## src/rtl/core/assert_macros.svh

```systemverilog
// ---------------------------------------------------------------------------
// assertion macros
// concurrent checks that can be compiled out with ASSERT_OFF
// ---------------------------------------------------------------------------
`ifndef ASSERT_MACROS_SVH
`define ASSERT_MACROS_SVH
`ifndef ASSERT_OFF
// property holds at every edge outside reset
`define PDM_ASSERT(lbl, clk, rst, prop, msg) \
  lbl: assert property (@(posedge clk) disable iff (rst) prop) else $error(msg);
// consequent holds in the cycle after the antecedent
`define PDM_ASSERT_NEXT(lbl, clk, rst, ante, cons, msg) \
  lbl: assert property (@(posedge clk) disable iff (rst) (ante) |=> (cons)) else $error(msg);
`else
`define PDM_ASSERT(lbl, clk, rst, prop, msg)
`define PDM_ASSERT_NEXT(lbl, clk, rst, ante, cons, msg)
`endif
`endif

```

## src/rtl/core/pdm_pkg.sv

```systemverilog
// ---------------------------------------------------------------------------
// pdm_pkg
// widths, codes, constants and stage types of the planar distance block
// ---------------------------------------------------------------------------
`default_nettype none

package pdm_pkg;

  localparam int CoordW   = 16;
  localparam int DiffW    = 17;
  localparam int ProdW    = 34;
  localparam int CrossW   = 35;
  localparam int MagW     = 34;
  localparam int HalfW    = 17;
  localparam int DenW     = 34;
  localparam int NumW     = 84;
  localparam int RootW    = 90;
  localparam int TW       = 62;
  localparam int DistW    = 25;
  localparam int OutW     = 26;
  localparam int ProjW    = 56;
  localparam int AngW     = 17;
  localparam int RedW     = 16;
  localparam int FoldW    = 13;
  localparam int XW       = 30;
  localparam int QW       = 31;
  localparam int UW       = 25;
  localparam int UpW      = 51;
  localparam int GapW     = 25;
  localparam int CfgIdxW  = 3;
  localparam int CfgDataW = 25;

  // angle units: hundredths of a degree
  localparam int Turn    = 36000;
  localparam int Half    = 18000;
  localparam int Quarter = 9000;
  localparam int Eighth  = 4500;

  // pi in q30 split as quotient and remainder of a division by 18000
  localparam logic [17:0] PiQuot   = 18'd187403;
  localparam logic [12:0] PiRem    = 13'd5426;
  localparam logic [13:0] RadBias  = 14'd9000;
  localparam logic [25:0] Recip18k = 26'd61083980;
  localparam int          Recip18kShift = 40;

  localparam logic [QW-1:0] Q30One  = QW'(32'h4000_0000);
  localparam logic [29:0]   Q30Half = 30'h2000_0000;

  localparam int HornerSteps = 5;
  localparam int HornerKCos [HornerSteps] = '{90, 56, 30, 12, 2};
  localparam int HornerKSin [HornerSteps] = '{110, 72, 42, 20, 6};

  typedef enum logic [1:0] {
    CMD_POINT = 2'd0,
    CMD_LINE  = 2'd1,
    CMD_PAIR  = 2'd2,
    CMD_BAD   = 2'd3
  } cmd_t;

  typedef enum logic [1:0] {
    ST_OK    = 2'd0,
    ST_GAP   = 2'd1,
    ST_DEGEN = 2'd2,
    ST_MODE  = 2'd3
  } status_t;

  typedef enum logic [CfgIdxW-1:0] {
    REG_PT_EN  = 3'd0,
    REG_PT_ANG = 3'd1,
    REG_LN_EN  = 3'd2,
    REG_LN_ANG = 3'd3,
    REG_GAP    = 3'd4
  } reg_idx_t;

  // rounding root recurrence: r = num - m*m*den, t = m*den, m = 2n-1
  typedef struct packed {
    logic signed [RootW-1:0] r;
    logic signed [TW-1:0]    t;
    logic [DistW-1:0]        n;
    logic [DenW-1:0]         den;
  } root_t;

  typedef struct packed {
    logic [XW-1:0] x;
    logic [XW-1:0] x2;
    logic [QW-1:0] t;
    logic          use_sin;
    logic          neg;
  } cos_t;

endpackage

`default_nettype wire

```

## src/rtl/core/pdm_root_step.sv

```systemverilog
// ---------------------------------------------------------------------------
// pdm_root_step
// one bit of the rounding root: shift-add trial against the remainder
// ---------------------------------------------------------------------------
`default_nettype none

module pdm_root_step
  import pdm_pkg::*;
#(
  parameter int Bit = 24
) (
  input  logic  clk,
  input  logic  adv,
  input  root_t din,
  output root_t dout
);

  logic signed [RootW-1:0] delta;
  logic                    take;

  // growing m by 2^(Bit+1) raises m*m*den by this much
  always_comb begin
    delta = (RootW'(din.t) <<< (Bit + 2))
          + signed'(RootW'(din.den) << (2 * Bit + 2));
    take  = (delta <= din.r);
  end

  always_ff @(posedge clk) begin
    if (adv) begin
      dout.den <= din.den;
      if (take) begin
        dout.r <= din.r - delta;
        dout.t <= din.t + signed'(TW'(din.den) << (Bit + 1));
        dout.n <= din.n | (DistW'(1) << Bit);
      end else begin
        dout.r <= din.r;
        dout.t <= din.t;
        dout.n <= din.n;
      end
    end
  end

endmodule

`default_nettype wire

```

## config.mk

```make
export PLATFORM = sky130hd
export DESIGN_NAME = pdm_root_step
export DESIGN_NICKNAME = d
export VERILOG_FILES = /design/src/rtl/core/assert_macros.svh /design/src/rtl/core/pdm_pkg.sv /design/src/rtl/core/pdm_root_step.sv
export SDC_FILE = /design/constraint.sdc
export NUM_CORES = 1
export LEC_CHECK = 0
export ABC_CLOCK_PERIOD_IN_PS = 5800
export BUFFER_PORTS_ARGS = -buffer_cell sky130_fd_sc_hd__buf_2
export CAP_MARGIN = 20
export CELL_PAD_IN_SITES_DETAIL_PLACEMENT = 2
export CELL_PAD_IN_SITES_GLOBAL_PLACEMENT = 2
export CORE_MARGIN = 4
export CORE_UTILIZATION = 30
export CTS_BUF_LIST = sky130_fd_sc_hd__clkbuf_2
export CTS_CLUSTER_DIAMETER = 40
export CTS_CLUSTER_SIZE = 16
export DETAILED_ROUTE_END_ITERATION = 8
export PLACE_DENSITY_LB_ADDON = 0.1
export SLEW_MARGIN = 20
export SYNTH_ARGS = -nofsm -noshare
export SYNTH_HDL_FRONTEND = slang
export SYNTH_SLANG_ARGS = --single-unit
export TNS_END_PERCENT = 50
```

## constraint.sdc

```tcl
create_clock -name clk -period 5.8 [get_ports clk]
set_input_delay 1.16 -clock clk [delete_from_list [all_inputs] [get_ports clk]]
set_output_delay 1.16 -clock clk [all_outputs]
set_load 0.1 [all_outputs]
```

After elaboration in Yosys (flattened, before gate mapping). Cells that the tools add are included.

Flip-flop bits (word level): 211.

Add/sub/neg operators: 3. Magnitude comparators: 1. Mux-type cells: 1.

Operator list (number): 177-bit 2-to-1 mux (1); 89-bit by 90-bit <= comparator with 1-bit output (1); 90-bit by 89-bit subtractor with 90-bit output (1); 88-bit by 85-bit adder with 89-bit output (1); 62-bit by 60-bit adder with 62-bit output (1).

Longest topological paths before layout.
Depth after elaboration: 3. Mapped depth: 28. Gate-level depth less buffers: 24.

Worst setup path before layout. OpenSTA, ideal clock, no wires.

Kind: input port to flip-flop. From: input din[0] (netlist bit). To: register dout[86] (netlist bit), data pin. Setup time: 0.268 ns. Arrival: 5.871 ns. Required time: 5.532 ns. Path slack: -0.339 ns. Cell stages on the path: 24. Buffers on the path: 2. Cell sequence: ha_1 > inv_1 > fa_1 > nand2b_1 > a21oi_1 > o21bai_1 > a21boi_0 > a21oi_1 > o311a_1 > nor3_1 > o211ai_1 > mux2i_1 > a2111oi_0 > ha_1 > and3_1 > a31oi_1 > nand3_1 > a21oi_1 > o21ai_0 > a221oi_1 > and2_4 > buf_6 > clkbuf_1 > o21ai_0.

Cells in the longest elaborated chain, start to end: 3. Elaborated cells between the ends (all ways): 4. Classes of those cells: 2 x add/sub; 1 x order compare; 1 x mux.

RTL lines: start, declared (RTL line pdm_root_step.sv:14) `input root_t din,`; 88-bit by 85-bit adder with 89-bit output (RTL line pdm_root_step.sv:24) `+ signed'(RootW'(din.den) << (2 * Bit + 2));`; 89-bit by 90-bit <= comparator with 1-bit output (RTL line pdm_root_step.sv:25) `take = (delta <= din.r);`; 177-bit 2-to-1 mux * (RTL line pdm_root_step.sv:31) `if (take) begin`; end, declared (RTL line pdm_root_step.sv:15) `output root_t dout`.

Mark *: on every way between the ends. The rest lies on a longest branch, timed or not. A chain may end at the register's enable or synchronous reset.

Final worst setup path.
From: input din[0] (netlist bit). To: register dout[199] (netlist bit), data pin.

Cells in the longest elaborated chain, start to end: 3. Elaborated cells between the ends (all ways): 4. Classes of those cells: 2 x add/sub; 1 x order compare; 1 x mux.

RTL lines (RTL line): 88-bit by 85-bit adder with 89-bit output * (pdm_root_step.sv:24); 90-bit by 89-bit subtractor with 90-bit output or 89-bit by 90-bit <= comparator with 1-bit output (tied branches) (pdm_root_step.sv:32, pdm_root_step.sv:25); 177-bit 2-to-1 mux * (pdm_root_step.sv:31).

Marked as above.

==> results.toml <==
[global_route]
grtUsageTotal_pct = 22.0
antenna_found_initial = 11
grt_remaining_overflow = 0
grt_max_degree = 124
grt_pass1_wl_um = 92800
first_global_vias = 16107

[logic_synthesis]
synth_warnings = 0
seq_area_frac_synth_pct = 42.3
postSynthCellCount = 1542
yosysUniqueCellTypes = 72
synth_seq_cells = 211
synthArstFlopShare_pct = 0
syn_area_per_cell_sq_um = 9.70
synth_edf_count = 211
syn_area_sq_um = 15000
synth_nets = 1890
synth_ff_type = "edfxtp_1"

[timing]
min_period_over_period_pct = 96.8
hold_viol = 0
setup_viol = 0
worst_slew_pin_slew_ns = 1.05
timing.final.ws_setup_ns = 0.186
slew_viol_final = 0
fmax_ghz = 0.178
max_slew_margin_pct = 29.9
fin_crit_ns = 5.61

[placement]
port_buffers = 423
place.gp.congestion = 0.882
dpl-instance-area_sq_um = 19600
place_hpwl_um = 50800
place_ws_ns = -0.937

[floorplan]
coreArea_sq_um = 49200
ios = 424
die_h_um = 231
fp.dieW_um = 231
die_area_sq_um = 53500
initial_utilization_pct = 30.4
num_rows = 81

[finish]
fin_nets = 2542
reg.largest.list = "dout x211"
drive_gt1_share_pct = 34.6
regMostFlops = "dout"
final_util_pct = 41.2
area_delta_synth_final_pct = 35.2
layout_commonest_cell = "buf_2"
largest_reg_flops = 211
layout_common_cells = "buf_2 (422), buf_4 (241), edfxtp_1 (211), nand2_1 (176), o21ai_0 (163)"
layout.cell_area.non_filler_sq_um = 20200
fill_cells = 5498

[hold_path]
hold_depth = 1
worstHoldPathType = "in -> reg"

[route]
post_drt_wl_per_cell_um = 21.6
vias = 14701
firstDrtPassIters = 4
drt.antenna.violating_nets = 0
wl_um = 62400
drtIter0Drc = 571
via_per_inst = 5.08
drc = 0

[clock_network]
clkTransAtPathRegs_ns = 0.20
cts_made_buffers = 42
postCtsHoldBufs = 0
clkSinkCount = 211
clock_path_buffers = 3
cts-root-buf = "clkbuf_2"
cts_tree = "done"
h-tree-depth = 2

[power]
seqPwrFrac_pct = 28.4
switching_share_pct = 50.8
p_leak_nw = 9.25
comb_power_share_pct = 55.5
power.internal_mw = 3.50
powerDensity_nw_per_um2 = 352
power.switching_mw = 3.62
irDropWorstVdd_uv = 188
p_clk_share_pct = 16.0

[setup_path]
worstPathRequired_ns = 6.47
critPathKind = "in -> reg"
critPathMaxFanout = 23
worstSetupStartpointType = "input port"
cp.arrival_ns = 6.28
critPathCaptureType = "flip-flop"

[outcome]
outcome = "complete, no violations"

[job]
max_cap_violations = 0
## Yosys cell counts, types with 5 or more instances
| library cell | number | share of area (%) |
|---|---|---|
| inv_1 | 56 | 1.4 |
| buf_2 | 20 | 0.67 |
| nand2b_1 | 18 | 0.75 |
| o21bai_1 | 18 | 0.90 |
| a211oi_1 | 14 | 0.70 |
| nand3_1 | 29 | 0.97 |
| xor2_1 | 66 | 3.9 |
| clkbuf_1 | 46 | 1.2 |
| nand2_1 | 176 | 4.4 |
| and3_1 | 21 | 0.88 |
| nor2_1 | 62 | 1.6 |
| a21oi_1 | 140 | 4.7 |
| o31ai_1 | 7 | 0.35 |
| o21ai_0 | 164 | 5.5 |
| ha_1 | 132 | 11 |
| nor2b_1 | 23 | 0.96 |
| o211ai_1 | 7 | 0.35 |
| o2111ai_1 | 6 | 0.35 |
| o21a_1 | 13 | 0.65 |
| xnor2_1 | 55 | 3.2 |
| nor3_1 | 16 | 0.54 |
| or2_2 | 5 | 0.21 |
| edfxtp_1 | 211 | 42 |
| nand4_1 | 39 | 1.6 |
| and2_1 | 6 | 0.25 |
| nor4_1 | 10 | 0.42 |
| a31oi_1 | 17 | 0.71 |
| and4_1 | 6 | 0.35 |
| a21o_1 | 77 | 3.9 |
## kinds of logic (layout without fill, tap and decap cells)
family | Yosys count | in the layout | share of synthesized area [%]
AOI/OAI and AO/OA | 516 | 516 | 21.5
xor gates and xnor gates | 121 | 121 | 7.08
adders and majority gates | 135 | 135 | 11.4
buffers and inverters | 125 | 805 | 3.41
DFF | 211 | 211 | 42.3
muxes | 5 | 5 | 0.360
other | 0 | 5 | 0
and+or+nand+nor | 429 | 430 | 13.9
## power by group through the flow
stage	combinational [mW]	clock [mW]	sequential (mW)
floorplan	1.21	0	3.55
global placement	3.82	0	2.05
detailed placement	3.90	0	2.06
CTS	3.92	1.21	2.03
global route	4.21	1.26	2.04
finish	3.95	1.14	2.02
## final cells by class
cell class	count	area (sq um)	share of cell area, %
well taps	664	831	4.11
inverters	56	210	1.04
clock buffers	43	215	1.06
multi-input cells	1207	8160	40.3
flip-flops and latches	211	6340	31.3
repair buffers	676	4190	20.7
clock inverters	30	282	1.39
diodes	5	12.5	0.0618
## worst paths after layout
path / to / slack (ns) / start
min: dout[53] / 0.33 / din[53]
max: dout[199] / 0.19 / din[0]
## worst max-delay path, stage by stage
cell and delay [ns]:
buf_2 0.09, ha_1 0.17, inv_1 0.06, fa_1 0.39, nand2b_1 0.18, a21oi_1 0.24, o21bai_1 0.12, a21boi_2 0.18
a21oi_2 0.10, o311a_1 0.44, nor3_4 0.16, o211ai_1 0.16, mux2i_1 0.16, a2111oi_2 0.33, buf_4 0.18, ha_1 0.28
and3_1 0.22, a31oi_1 0.16, nand3_1 0.11, a21oi_1 0.13, o21ai_0 0.11, a221oi_2 0.42, and2_4 0.23, buf_4 0.18
buf_12 0.17, o21ai_0 0.13
## metrics by stage
| step | TNS, ns | std cells | power, mW | hold WS (ns) |
|---|---|---|---|---|
| 2_1_floorplan | -0.147 | 1542 | 4.76 | 1.26 |
| 3_3_place_gp | -69.80 | 2804 | 5.87 | 1.34 |
| 3_5_place_dp | -87.60 | 2804 | 5.96 | 1.34 |
| 4_1_cts | 0 | 2877 | 7.15 | 0.146 |
| 5_1_grt | -2.58 | 2890 | 7.51 | 0.177 |
| 6_report | 0 | 2892 | 7.12 | 0.326 |
## routing by layer
metal | track usage, % | vias to the layer above | routed length, um
met5 | 0 | - | 85
met4 | 5.84 | 12 | 1400
met3 | 4.71 | 85 | 3140
met2 | 39.3 | 299 | 31200
met1 | 26.7 | 7214 | 26600
li1 | - | 7091 | -
## repair_timing
| item | in CTS | in global routing |
|---|---|---|
| setup buffers | 0 | 6 |
| endpoints found under the hold margin | 0 | 0 |
| setup endpoints to repair | 0 | 102 |
| resized for setup | 0 | 4 |
Note: power is estimated with default switching activity, not from simulation.
